File: src/rtl/ort_pkg.sv
// Package for the outstanding request table: widths, codes and helpers.
// No dependencies.
`timescale 1ns / 1ps
`default_nettype none
package ort_pkg;
    localparam int TableEntries = 16;
    localparam int LineBytes    = 64;
    localparam int WordBytes    = 4;
    localparam int AddrBits     = 48;
    localparam int OffBits      = $clog2(LineBytes);
    localparam int LineBits     = AddrBits - OffBits;
    localparam int SlotBits     = $clog2(TableEntries);
    localparam int CountBits    = $clog2(TableEntries + 1);

    localparam logic [1:0] OP_REQ  = 2'd0;
    localparam logic [1:0] OP_RDRS = 2'd1;
    localparam logic [1:0] OP_WRRS = 2'd2;

    localparam logic [2:0] ST_ISSUED      = 3'd0;
    localparam logic [2:0] ST_BUSY        = 3'd1;
    localparam logic [2:0] ST_ALIASED     = 3'd2;
    localparam logic [2:0] ST_UNSUPPORTED = 3'd3;
    localparam logic [2:0] ST_PARTIAL     = 3'd4;
    localparam logic [2:0] ST_COMPLETED   = 3'd5;
    localparam logic [2:0] ST_NOMATCH     = 3'd6;

    localparam logic [3:0] K_LD     = 4'd0;
    localparam logic [3:0] K_IFETCH = 4'd1;
    localparam logic [3:0] K_RMWRD  = 4'd2;
    localparam logic [3:0] K_ST     = 4'd3;
    localparam logic [3:0] K_LL     = 4'd4;
    localparam logic [3:0] K_SC     = 4'd5;
    localparam logic [3:0] K_LOCKRD = 4'd6;
    localparam logic [3:0] K_LOCKWR = 4'd7;
    localparam logic [3:0] K_FLUSH  = 4'd8;

    localparam logic CFG_MAX_OUT = 1'b0;
    localparam logic CFG_SC_EN   = 1'b1;

    typedef struct packed {
        logic [1:0]  operation;
        logic [47:0] byte_address;
        logic [15:0] request_tag;
        logic        is_llsc;
        logic        is_locked_op;
        logic        is_write;
        logic        is_read;
        logic        is_inst_fetch;
        logic        store_check;
        logic        is_flush;
    } t_in_word;

    typedef struct packed {
        logic [2:0]  status;
        logic [3:0]  kind;
        logic [15:0] done_tag;
        logic        line_locked;
    } t_out_word;

    typedef struct packed {
        logic [0:0] index;
        logic [4:0] data;
    } t_cfg_word;
endpackage
`default_nettype wire

File: src/rtl/ort_if.sv
// Valid/ready channel interface carrying one payload word.
// No dependencies; the payload type is set by the parameter T.
`timescale 1ns / 1ps
`default_nettype none
interface ort_if #(parameter type T = logic) ();
    logic valid;
    logic ready;
    T     payload;
    modport source (output valid, output payload, input ready);
    modport sink   (input valid, input payload, output ready);
endinterface
`default_nettype wire

File: src/rtl/outstanding_request_table.sv
// Outstanding request table top level.
// Pipeline: each accepted word goes through the input register, then the result
// register, where its result is held until the receiver takes it.
// Throughput: one word per cycle while the output is not stalled, with a parallel
// line compare over all entries.
// Reset: synchronous, active low; empties the table, drops the lock and
// sets max_outstanding to 16 and store_check_enable to 1.
`timescale 1ns / 1ps
`default_nettype none
module outstanding_request_table (
    input  wire i_clk,
    input  wire i_rst_n,
    ort_if.sink   in_ch,
    ort_if.sink   cfg_ch,
    ort_if.source out_ch
);
    import ort_pkg::*;

    logic [4:0]             r_max_out;
    logic                   r_sc_en;
    logic                   r_in_valid;
    t_in_word               r_in;
    logic                   r_out_valid;
    t_out_word              r_out;

    logic [TableEntries-1:0] r_valid;
    logic [TableEntries-1:0] r_wtab;
    logic [LineBits-1:0]     r_line [TableEntries];
    logic [3:0]              r_kind [TableEntries];
    logic [15:0]             r_tag  [TableEntries];
    logic [LineBytes-1:0]    r_pend [TableEntries];
    logic [CountBits-1:0]    r_count;
    logic                    r_lock;
    logic [LineBits-1:0]     r_lock_line;

    logic                    stall, adv;
    logic [3:0]              cls_kind;
    logic                    cls_ok;
    logic [LineBits-1:0]     line;
    logic [OffBits-1:0]      off;
    logic [TableEntries-1:0] hit;
    logic                    found;
    logic [SlotBits-1:0]     hit_idx, free_idx;
    logic                    free_ok;
    logic [LineBytes-1:0]    clr, pend_nx;
    t_out_word               n_out;
    t_out_word               n_res;
    logic                    do_alloc, do_upd, do_free;
    logic                    n_lock;
    logic [LineBits-1:0]     n_lock_line;

    assign stall        = r_out_valid && !out_ch.ready;
    assign adv          = r_in_valid && !stall;
    assign in_ch.ready  = !(r_in_valid && stall);
    assign cfg_ch.ready = 1'b1;
    assign out_ch.valid   = r_out_valid;
    assign out_ch.payload = r_out;

    ort_classify u_cls (.i_word(r_in), .i_sc_en(r_sc_en), .o_kind(cls_kind),
        .o_valid(cls_ok));

    assign line = r_in.byte_address[AddrBits-1:OffBits];
    assign off  = r_in.byte_address[OffBits-1:0];

    always_comb begin
        hit_idx  = '0;
        free_idx = '0;
        found    = 1'b0;
        free_ok  = 1'b0;
        for (int i = 0; i < TableEntries; i++) begin
            hit[i] = r_valid[i] && (r_line[i] == line);
            if (hit[i]) begin
                found   = 1'b1;
                hit_idx = SlotBits'(i);
            end
        end
        for (int i = TableEntries - 1; i >= 0; i--) begin
            if (!r_valid[i]) begin
                free_ok  = 1'b1;
                free_idx = SlotBits'(i);
            end
        end
        for (int b = 0; b < LineBytes; b++) begin
            clr[b] = (b >= int'(off)) && (b < int'(off) + WordBytes);
        end
        pend_nx = r_pend[hit_idx] & ~clr;
    end

    always_comb begin
        n_out       = '0;
        n_out.status = ST_NOMATCH;
        do_alloc    = 1'b0;
        do_upd      = 1'b0;
        do_free     = 1'b0;
        unique case (r_in.operation)
            OP_REQ: begin
                n_out.kind = cls_kind;
                if ((r_count >= CountBits'(r_max_out)) || found ||
                    (r_count >= CountBits'(TableEntries)) || !free_ok)
                    n_out.status = ST_BUSY;
                else if (!cls_ok)
                    n_out.status = ST_UNSUPPORTED;
                else if (r_lock && r_lock_line == line && cls_kind != K_LOCKWR)
                    n_out.status = ST_ALIASED;
                else begin
                    n_out.status = ST_ISSUED;
                    do_alloc     = 1'b1;
                end
            end
            OP_RDRS, OP_WRRS: begin
                if (found && r_wtab[hit_idx] == (r_in.operation == OP_WRRS)) begin
                    n_out.kind = r_kind[hit_idx];
                    do_upd     = 1'b1;
                    if (pend_nx == '0) begin
                        do_free        = 1'b1;
                        n_out.status   = ST_COMPLETED;
                        n_out.done_tag = r_tag[hit_idx];
                    end else begin
                        n_out.status = ST_PARTIAL;
                    end
                end
            end
            default: n_out.kind = K_LD;
        endcase
    end

    always_comb begin
        n_lock      = r_lock;
        n_lock_line = r_lock_line;
        if (do_free && r_in.operation == OP_WRRS) begin
            if (n_out.kind == K_LOCKRD) begin
                n_lock      = 1'b1;
                n_lock_line = line;
            end else if (n_out.kind == K_LOCKWR && r_lock && r_lock_line == line) begin
                n_lock = 1'b0;
            end
        end
        n_res             = n_out;
        n_res.line_locked = n_lock;
    end

    always_ff @(posedge i_clk) begin
        if (!i_rst_n) begin
            r_max_out   <= 5'd16;
            r_sc_en     <= 1'b1;
            r_in_valid  <= 1'b0;
            r_out_valid <= 1'b0;
            r_valid     <= '0;
            r_count     <= '0;
            r_lock      <= 1'b0;
            r_lock_line <= '0;
        end else begin
            if (cfg_ch.valid) begin
                if (cfg_ch.payload.index == CFG_MAX_OUT)
                    r_max_out <= cfg_ch.payload.data;
                else
                    r_sc_en <= cfg_ch.payload.data[0];
            end
            if (in_ch.ready) r_in_valid <= in_ch.valid;
            if (!stall) r_out_valid <= r_in_valid;
            if (adv) begin
                r_lock      <= n_lock;
                r_lock_line <= n_lock_line;
                if (do_alloc) begin
                    r_valid[free_idx] <= 1'b1;
                    r_count <= r_count + 1'b1;
                end
                if (do_free) begin
                    r_valid[hit_idx] <= 1'b0;
                    r_count <= r_count - 1'b1;
                end
            end
        end
    end

    always_ff @(posedge i_clk) begin
        if (in_ch.ready && in_ch.valid) r_in <= in_ch.payload;
        if (adv) begin
            r_out <= n_res;
            if (do_alloc) begin
                r_wtab[free_idx] <= !(cls_kind == K_LD || cls_kind == K_IFETCH);
                r_line[free_idx] <= line;
                r_kind[free_idx] <= cls_kind;
                r_tag[free_idx]  <= r_in.request_tag;
                r_pend[free_idx] <= '1;
            end
            if (do_upd) r_pend[hit_idx] <= pend_nx;
        end
    end
endmodule
`default_nettype wire

File: src/rtl/ort_classify.sv
// Sorts a new request into one of nine kinds from its flags.
// Depends on ort_pkg.
`timescale 1ns / 1ps
`default_nettype none
module ort_classify (
    input  wire ort_pkg::t_in_word i_word,
    input  wire                    i_sc_en,
    output logic [3:0]             o_kind,
    output logic                   o_valid
);
    import ort_pkg::*;
    always_comb begin
        o_valid = 1'b1;
        priority if (i_word.is_llsc) begin
            o_kind = i_word.is_write ? K_SC : K_LL;
        end else if (i_word.is_locked_op) begin
            o_kind = i_word.is_write ? K_LOCKWR : K_LOCKRD;
        end else if (i_word.is_write) begin
            o_kind = K_ST;
        end else if (i_word.is_read) begin
            if (i_word.is_inst_fetch) o_kind = K_IFETCH;
            else o_kind = (i_word.store_check && i_sc_en) ? K_RMWRD : K_LD;
        end else if (i_word.is_flush) begin
            o_kind = K_FLUSH;
        end else begin
            o_kind  = K_LD;
            o_valid = 1'b0;
        end
    end
endmodule
`default_nettype wire

File: src/flat_wrapper.sv
// flat-port wrapper written by rule: the top's interface ports become plain ports
module outstanding_request_table_flat import ort_pkg::*;
  (i_clk, i_rst_n, in_ch_valid, in_ch_payload, in_ch_ready, cfg_ch_valid, cfg_ch_payload, cfg_ch_ready, out_ch_valid, out_ch_payload, out_ch_ready);
  ort_if #(.T(t_in_word)) in_ch_i ();
  ort_if #(.T(t_cfg_word)) cfg_ch_i ();
  ort_if #(.T(t_out_word)) out_ch_i ();
  input  wire i_clk;
  input  wire i_rst_n;
  input wire logic [$bits(in_ch_i.valid)-1:0] in_ch_valid;
  input wire logic [$bits(in_ch_i.payload)-1:0] in_ch_payload;
  output wire logic [$bits(in_ch_i.ready)-1:0] in_ch_ready;
  input wire logic [$bits(cfg_ch_i.valid)-1:0] cfg_ch_valid;
  input wire logic [$bits(cfg_ch_i.payload)-1:0] cfg_ch_payload;
  output wire logic [$bits(cfg_ch_i.ready)-1:0] cfg_ch_ready;
  output wire logic [$bits(out_ch_i.valid)-1:0] out_ch_valid;
  output wire logic [$bits(out_ch_i.payload)-1:0] out_ch_payload;
  input wire logic [$bits(out_ch_i.ready)-1:0] out_ch_ready;
  assign in_ch_i.valid = in_ch_valid;
  assign in_ch_i.payload = in_ch_payload;
  assign in_ch_ready = in_ch_i.ready;
  assign cfg_ch_i.valid = cfg_ch_valid;
  assign cfg_ch_i.payload = cfg_ch_payload;
  assign cfg_ch_ready = cfg_ch_i.ready;
  assign out_ch_valid = out_ch_i.valid;
  assign out_ch_payload = out_ch_i.payload;
  assign out_ch_i.ready = out_ch_ready;
  outstanding_request_table u_core (.i_clk(i_clk), .i_rst_n(i_rst_n), .in_ch(in_ch_i), .cfg_ch(cfg_ch_i), .out_ch(out_ch_i));
endmodule
File: config.mk
export PLATFORM = sky130hd
export DESIGN_NAME = outstanding_request_table_flat
export DESIGN_NICKNAME = d
export VERILOG_FILES = /design/src/rtl/ort_pkg.sv /design/src/rtl/ort_if.sv /design/src/rtl/outstanding_request_table.sv /design/src/rtl/ort_classify.sv /design/src/flat_wrapper.sv
export SDC_FILE = /design/constraint.sdc
export NUM_CORES = 2
export LEC_CHECK = 0
export BUFFER_PORTS_ARGS = -buffer_cell sky130_fd_sc_hd__buf_2
export CAP_MARGIN = 20
export CORE_MARGIN = 2
export CORE_UTILIZATION = 60
export DETAILED_ROUTE_END_ITERATION = 8
export PLACE_DENSITY = 0.76
export SLEW_MARGIN = 10
export SYNTH_ARGS = -nofsm -noshare
export SYNTH_HDL_FRONTEND = slang
export SYNTH_SLANG_ARGS = --single-unit
File: constraint.sdc
create_clock -name i_clk -period 10.85 [get_ports i_clk]
set_input_delay 1.6275 -clock i_clk [delete_from_list [all_inputs] [get_ports i_clk]]
set_output_delay 1.6275 -clock i_clk [all_outputs]
set_load 0.03 [all_outputs]
==> metrics.yaml <==
power_and_ir_drop:
  p_leak_nw: 35.3
  powerDensity_mw_per_mm2: 165
  ir_drop_v: 0.000187
yosys:
  avgSynthCellArea_sq_um: 14.2
  ys_warn_count: 0
  synth_fp_nets: 6646
  synth_ff_type: "edfxtp_1"
  netlist_area_sq_mm: 0.0929
  ys_seq_area_frac: 0.704
  ys_seq_elements: 2201
  async_reset_ff_frac: 0
  synth_cell_types: 101
  syn-instance-count: 6544
  synth_edf_count: 2129
global_route:
  grt_start_max_net_pins: 98
  first_global_vias: 57500
  gr-total-overflow: 0
  antenna_found_initial: 13
  grt.total_usage: 0.343
  grt_pass1_wl_um: 393000
critical_path:
  cp.required_ns: 11.60
  worst_r2r_endpoint: "u_core.r_count[4]$_SDFFE_PN0P_"
  arrival_ns: 10.15
  critPathKind: "reg2reg"
  r2r_cells: 25
  path_delay_family: "simple AND/OR/NAND/NOR gates"
  path_buf_inv: 3
  r2r_slack_ns: 1.45
  start_kind: "flop"
  worst-path-stages: 25
  crit_slowest_cell: "nor3_1"
  endpoint_kind: "flop"
  rr_startpoint: "u_core.line[16]$_DFFE_PP_"
  path_max_fanout: 26
  max_stage_delay_ns: 0.82
cts:
  clkLatencyLatePin_ns: 0.87
  clock_path_buffers: 3
  postCtsSetupRepairBufs: 0
  htreeDepth: 4
  post_cts_resized: 0
  cts.sinks: 2201
  numCtsBuffers: 208
  tritoncts: "done"
  clk_pin_slew_ns: 0.06
  cts_root_buf: "clkbuf_16"
  holdBufCountCts: 0
route:
  drt_pass1_iterations: 6
  ant_nets: 0
  finalWirelength_um: 275000
  vias: 60900
  drcViolationCount: 0
  detail_route.wl_per_cell_um: 30.6
  routed_via_density: 6.78
  drt_iter0_drc: 9027
timing:
  period_minus_slack_ns: 9.40
  max_freq_mhz: 106
  clock_skew_ns: 0.0592
  tns_ns: 0
  fin_ws_ns: 1.45
  setup_viol: 0
  finalCritPeriodShare: 0.866
  worstMarginPinSlew_ns: 1.18
  finalHoldViolCount: 0
  rsz0062_at_grt: "false"
  relSlewSlack: 0.213
  finalMaxSlewViolations: 0
die:
  dieArea_sq_mm: 0.158
  core_sq_mm: 0.154
  die_x_um: 397
  row_count: 144
  die_h_um: 397
  io_pins: 111
  initial_core_util: 0.604
place:
  dp_hpwl_um: 168000
  finalWeightedCongestion: 1.03
  post-place-ws_ns: 1.71
  io_buffers: 109
finish:
  drive_above_1_share: 0.106
  syn2layout_area_growth_pct: 11.1
  fin_nets: 6861
  post-route-util: 0.671
worst_hold_path:
  min_path_type: "reg2reg"
  whs_path_depth: 0
  hp-start: "u_core.line[36]$_DFFE_PP_"
  min_to: "u_core.r_line[1][36]$_DFFE_PP_"
flow_run:
  cap_violations: 0
run_status:
  status: "finished, final reports clean"
worst max path at each step:
stage | from | end
floorplan | u_core.line[22]$_DFFE_PP_ | u_core.r_pend[10][0]$_DFFE_PP_
global placement | u_core.line[16]$_DFFE_PP_ | u_core.r_count[4]$_SDFFE_PN0P_
detailed placement | u_core.line[16]$_DFFE_PP_ | u_core.r_count[4]$_SDFFE_PN0P_
CTS | u_core.line[16]$_DFFE_PP_ | u_core.r_count[4]$_SDFFE_PN0P_
global route | u_core.line[25]$_DFFE_PP_ | u_core.r_count[4]$_SDFFE_PN0P_
finish | u_core.line[16]$_DFFE_PP_ | u_core.r_count[4]$_SDFFE_PN0P_
per-stage QoR:
step / power (mW) / hold slack [ns] / std cells / area, sq um
floorplan: 9.84 / 0.432 / 6544 / 92900
global placement: 10.1 / 0.441 / 8587 / 96400
detailed placement: 10.1 / 0.465 / 8590 / 96500
CTS: 17.1 / 0.479 / 8976 / 103000
global route: 17.4 / 0.488 / 8979 / 103000
finish: 17.1 / 0.477 / 8986 / 103000
cell usage after synthesis, drive strengths merged, types with 16 or more instances:
| library cell | count | area share |
|---|---|---|
| or3 | 23 | 0.0015 |
| ha | 17 | 0.0023 |
| o22ai | 84 | 0.0057 |
| dfxtp | 72 | 0.016 |
| a21boi | 16 | 0.0013 |
| or4 | 19 | 0.0016 |
| nand4 | 303 | 0.021 |
| a31oi | 49 | 0.0033 |
| nand2 | 851 | 0.035 |
| nand2b | 96 | 0.0065 |
| and3 | 67 | 0.0045 |
| buf | 203 | 0.016 |
| xnor2 | 555 | 0.052 |
| a21o | 18 | 0.0015 |
| a211oi | 18 | 0.0015 |
| clkbuf | 123 | 0.0050 |
| mux2 | 25 | 0.0030 |
| o211ai | 27 | 0.0022 |
| nand3 | 327 | 0.018 |
| edfxtp | 2129 | 0.69 |
| o21ai | 109 | 0.0059 |
| nor2 | 207 | 0.0085 |
| mux2i | 320 | 0.034 |
| nor3 | 81 | 0.0045 |
| a21oi | 190 | 0.010 |
| a221oi | 43 | 0.0041 |
| and4 | 16 | 0.0015 |
| nor4 | 103 | 0.0075 |
| xor2 | 130 | 0.012 |
| inv | 57 | 0.0023 |
| o2111ai | 21 | 0.0020 |
| o221ai | 24 | 0.0023 |
layout by cell type (no fill, tap or decap), types with 20 or more instances in the layout:
cell          n
edfxtp_1   2129
mux2i_1     320
nor2_1      166
nor4_1       93
nor3_1       78
xnor2_1     555
xor2_1      130
dfxtp_1      72
clkbuf_16   209
nand4_1     302
a21oi_1     190
o21ai_0      95
nand3_1     325
o22ai_1      84
a31oi_1      49
nand2_1     848
a221oi_1     43
o221ai_1     23
inv_1        57
nand2b_1     96
buf_2       110
or3_1        23
clkinv_1     58
and3_1       67
nor2_4       37
buf_4       189
clkinv_2     26
mux2_2       20
clkbuf_1     46
o211ai_1     26
buf_12       30
o2111ai_1    20
flip-flops by register name, summed over array words and instances, names as in the netlist, 16 cells and up:
| name | cells |
|---|---|
| u_core.r_in | 25 |
| u_core.r_tag | 256 |
| u_core.r_valid | 16 |
| u_core.r_wtab | 16 |
| u_core.r_kind | 64 |
| u_core.line | 42 |
| u_core.out_ch.payload | 24 |
| u_core.r_lock_line | 42 |
| u_core.r_line | 672 |
| u_core.r_pend | 1024 |
logic make-up after synthesis:
kind of cell             Yosys count  share of synthesized area
AO/OA/AOI/OAI                    745                     0.0536
XOR/XNOR                         685                     0.0646
adder cells (fa/ha/maj)           18                    0.00251
buffers and inverters            386                     0.0233
flip-flops                      2201                      0.704
multiplexers                     345                     0.0375
other                              1                  0.0000404
AND/OR/NAND/NOR                 2163                      0.115
where the power goes:
group | switching, mW | internal, mW | total [mW] | leakage, nW
sequential | 0.0625 | 9.28 | 9.34 | 22.4
combinational | 0.427 | 0.183 | 0.610 | 9.61
clock | 3.19 | 3.93 | 7.12 | 3.23
worst register-to-register path, cell delays in order (launching register included):
cell	delay, ns
edfxtp_1	0.81
buf_4	0.55
xor2_1	0.18
nor4_1	0.39
or4bb_1	0.48
nor4_2	0.70
a211oi_1	0.17
o2111a_2	0.39
nor2_4	0.77
buf_4	0.41
nor2_1	0.11
a221oi_1	0.26
nor2_1	0.11
nor3_1	0.83
a21oi_1	0.32
nor3_1	0.42
nand4_4	0.39
nor2_2	0.25
buf_4	0.33
ha_1	0.33
a21o_1	0.24
nor2_1	0.14
nand4b_1	0.12
o21ai_0	0.26
a21oi_1	0.11
o21a_1	0.20
area by class of cell:
type | instances | area (sq um)
Antenna cell | 7 | 17.5
Clock buffer | 271 | 5620
Clock inverter | 115 | 1040
Fill cell | 10400 | 50700
Inverter | 60 | 225
Multi-Input combinational cell | 3957 | 25700
Sequential cell | 2201 | 65400
Tap cell | 2044 | 2560
Timing Repair Buffer | 331 | 2610
layer usage:
metal  up-vias  track usage  wire (um)
li1      25300            -          -
met1     30200        0.491     104000
met2      4631        0.514     123000
met3       793       0.0780      35900
met4        12        0.137      12100
met5         -            0         75
No activity file was read; power rests on OpenSTA's default activity.
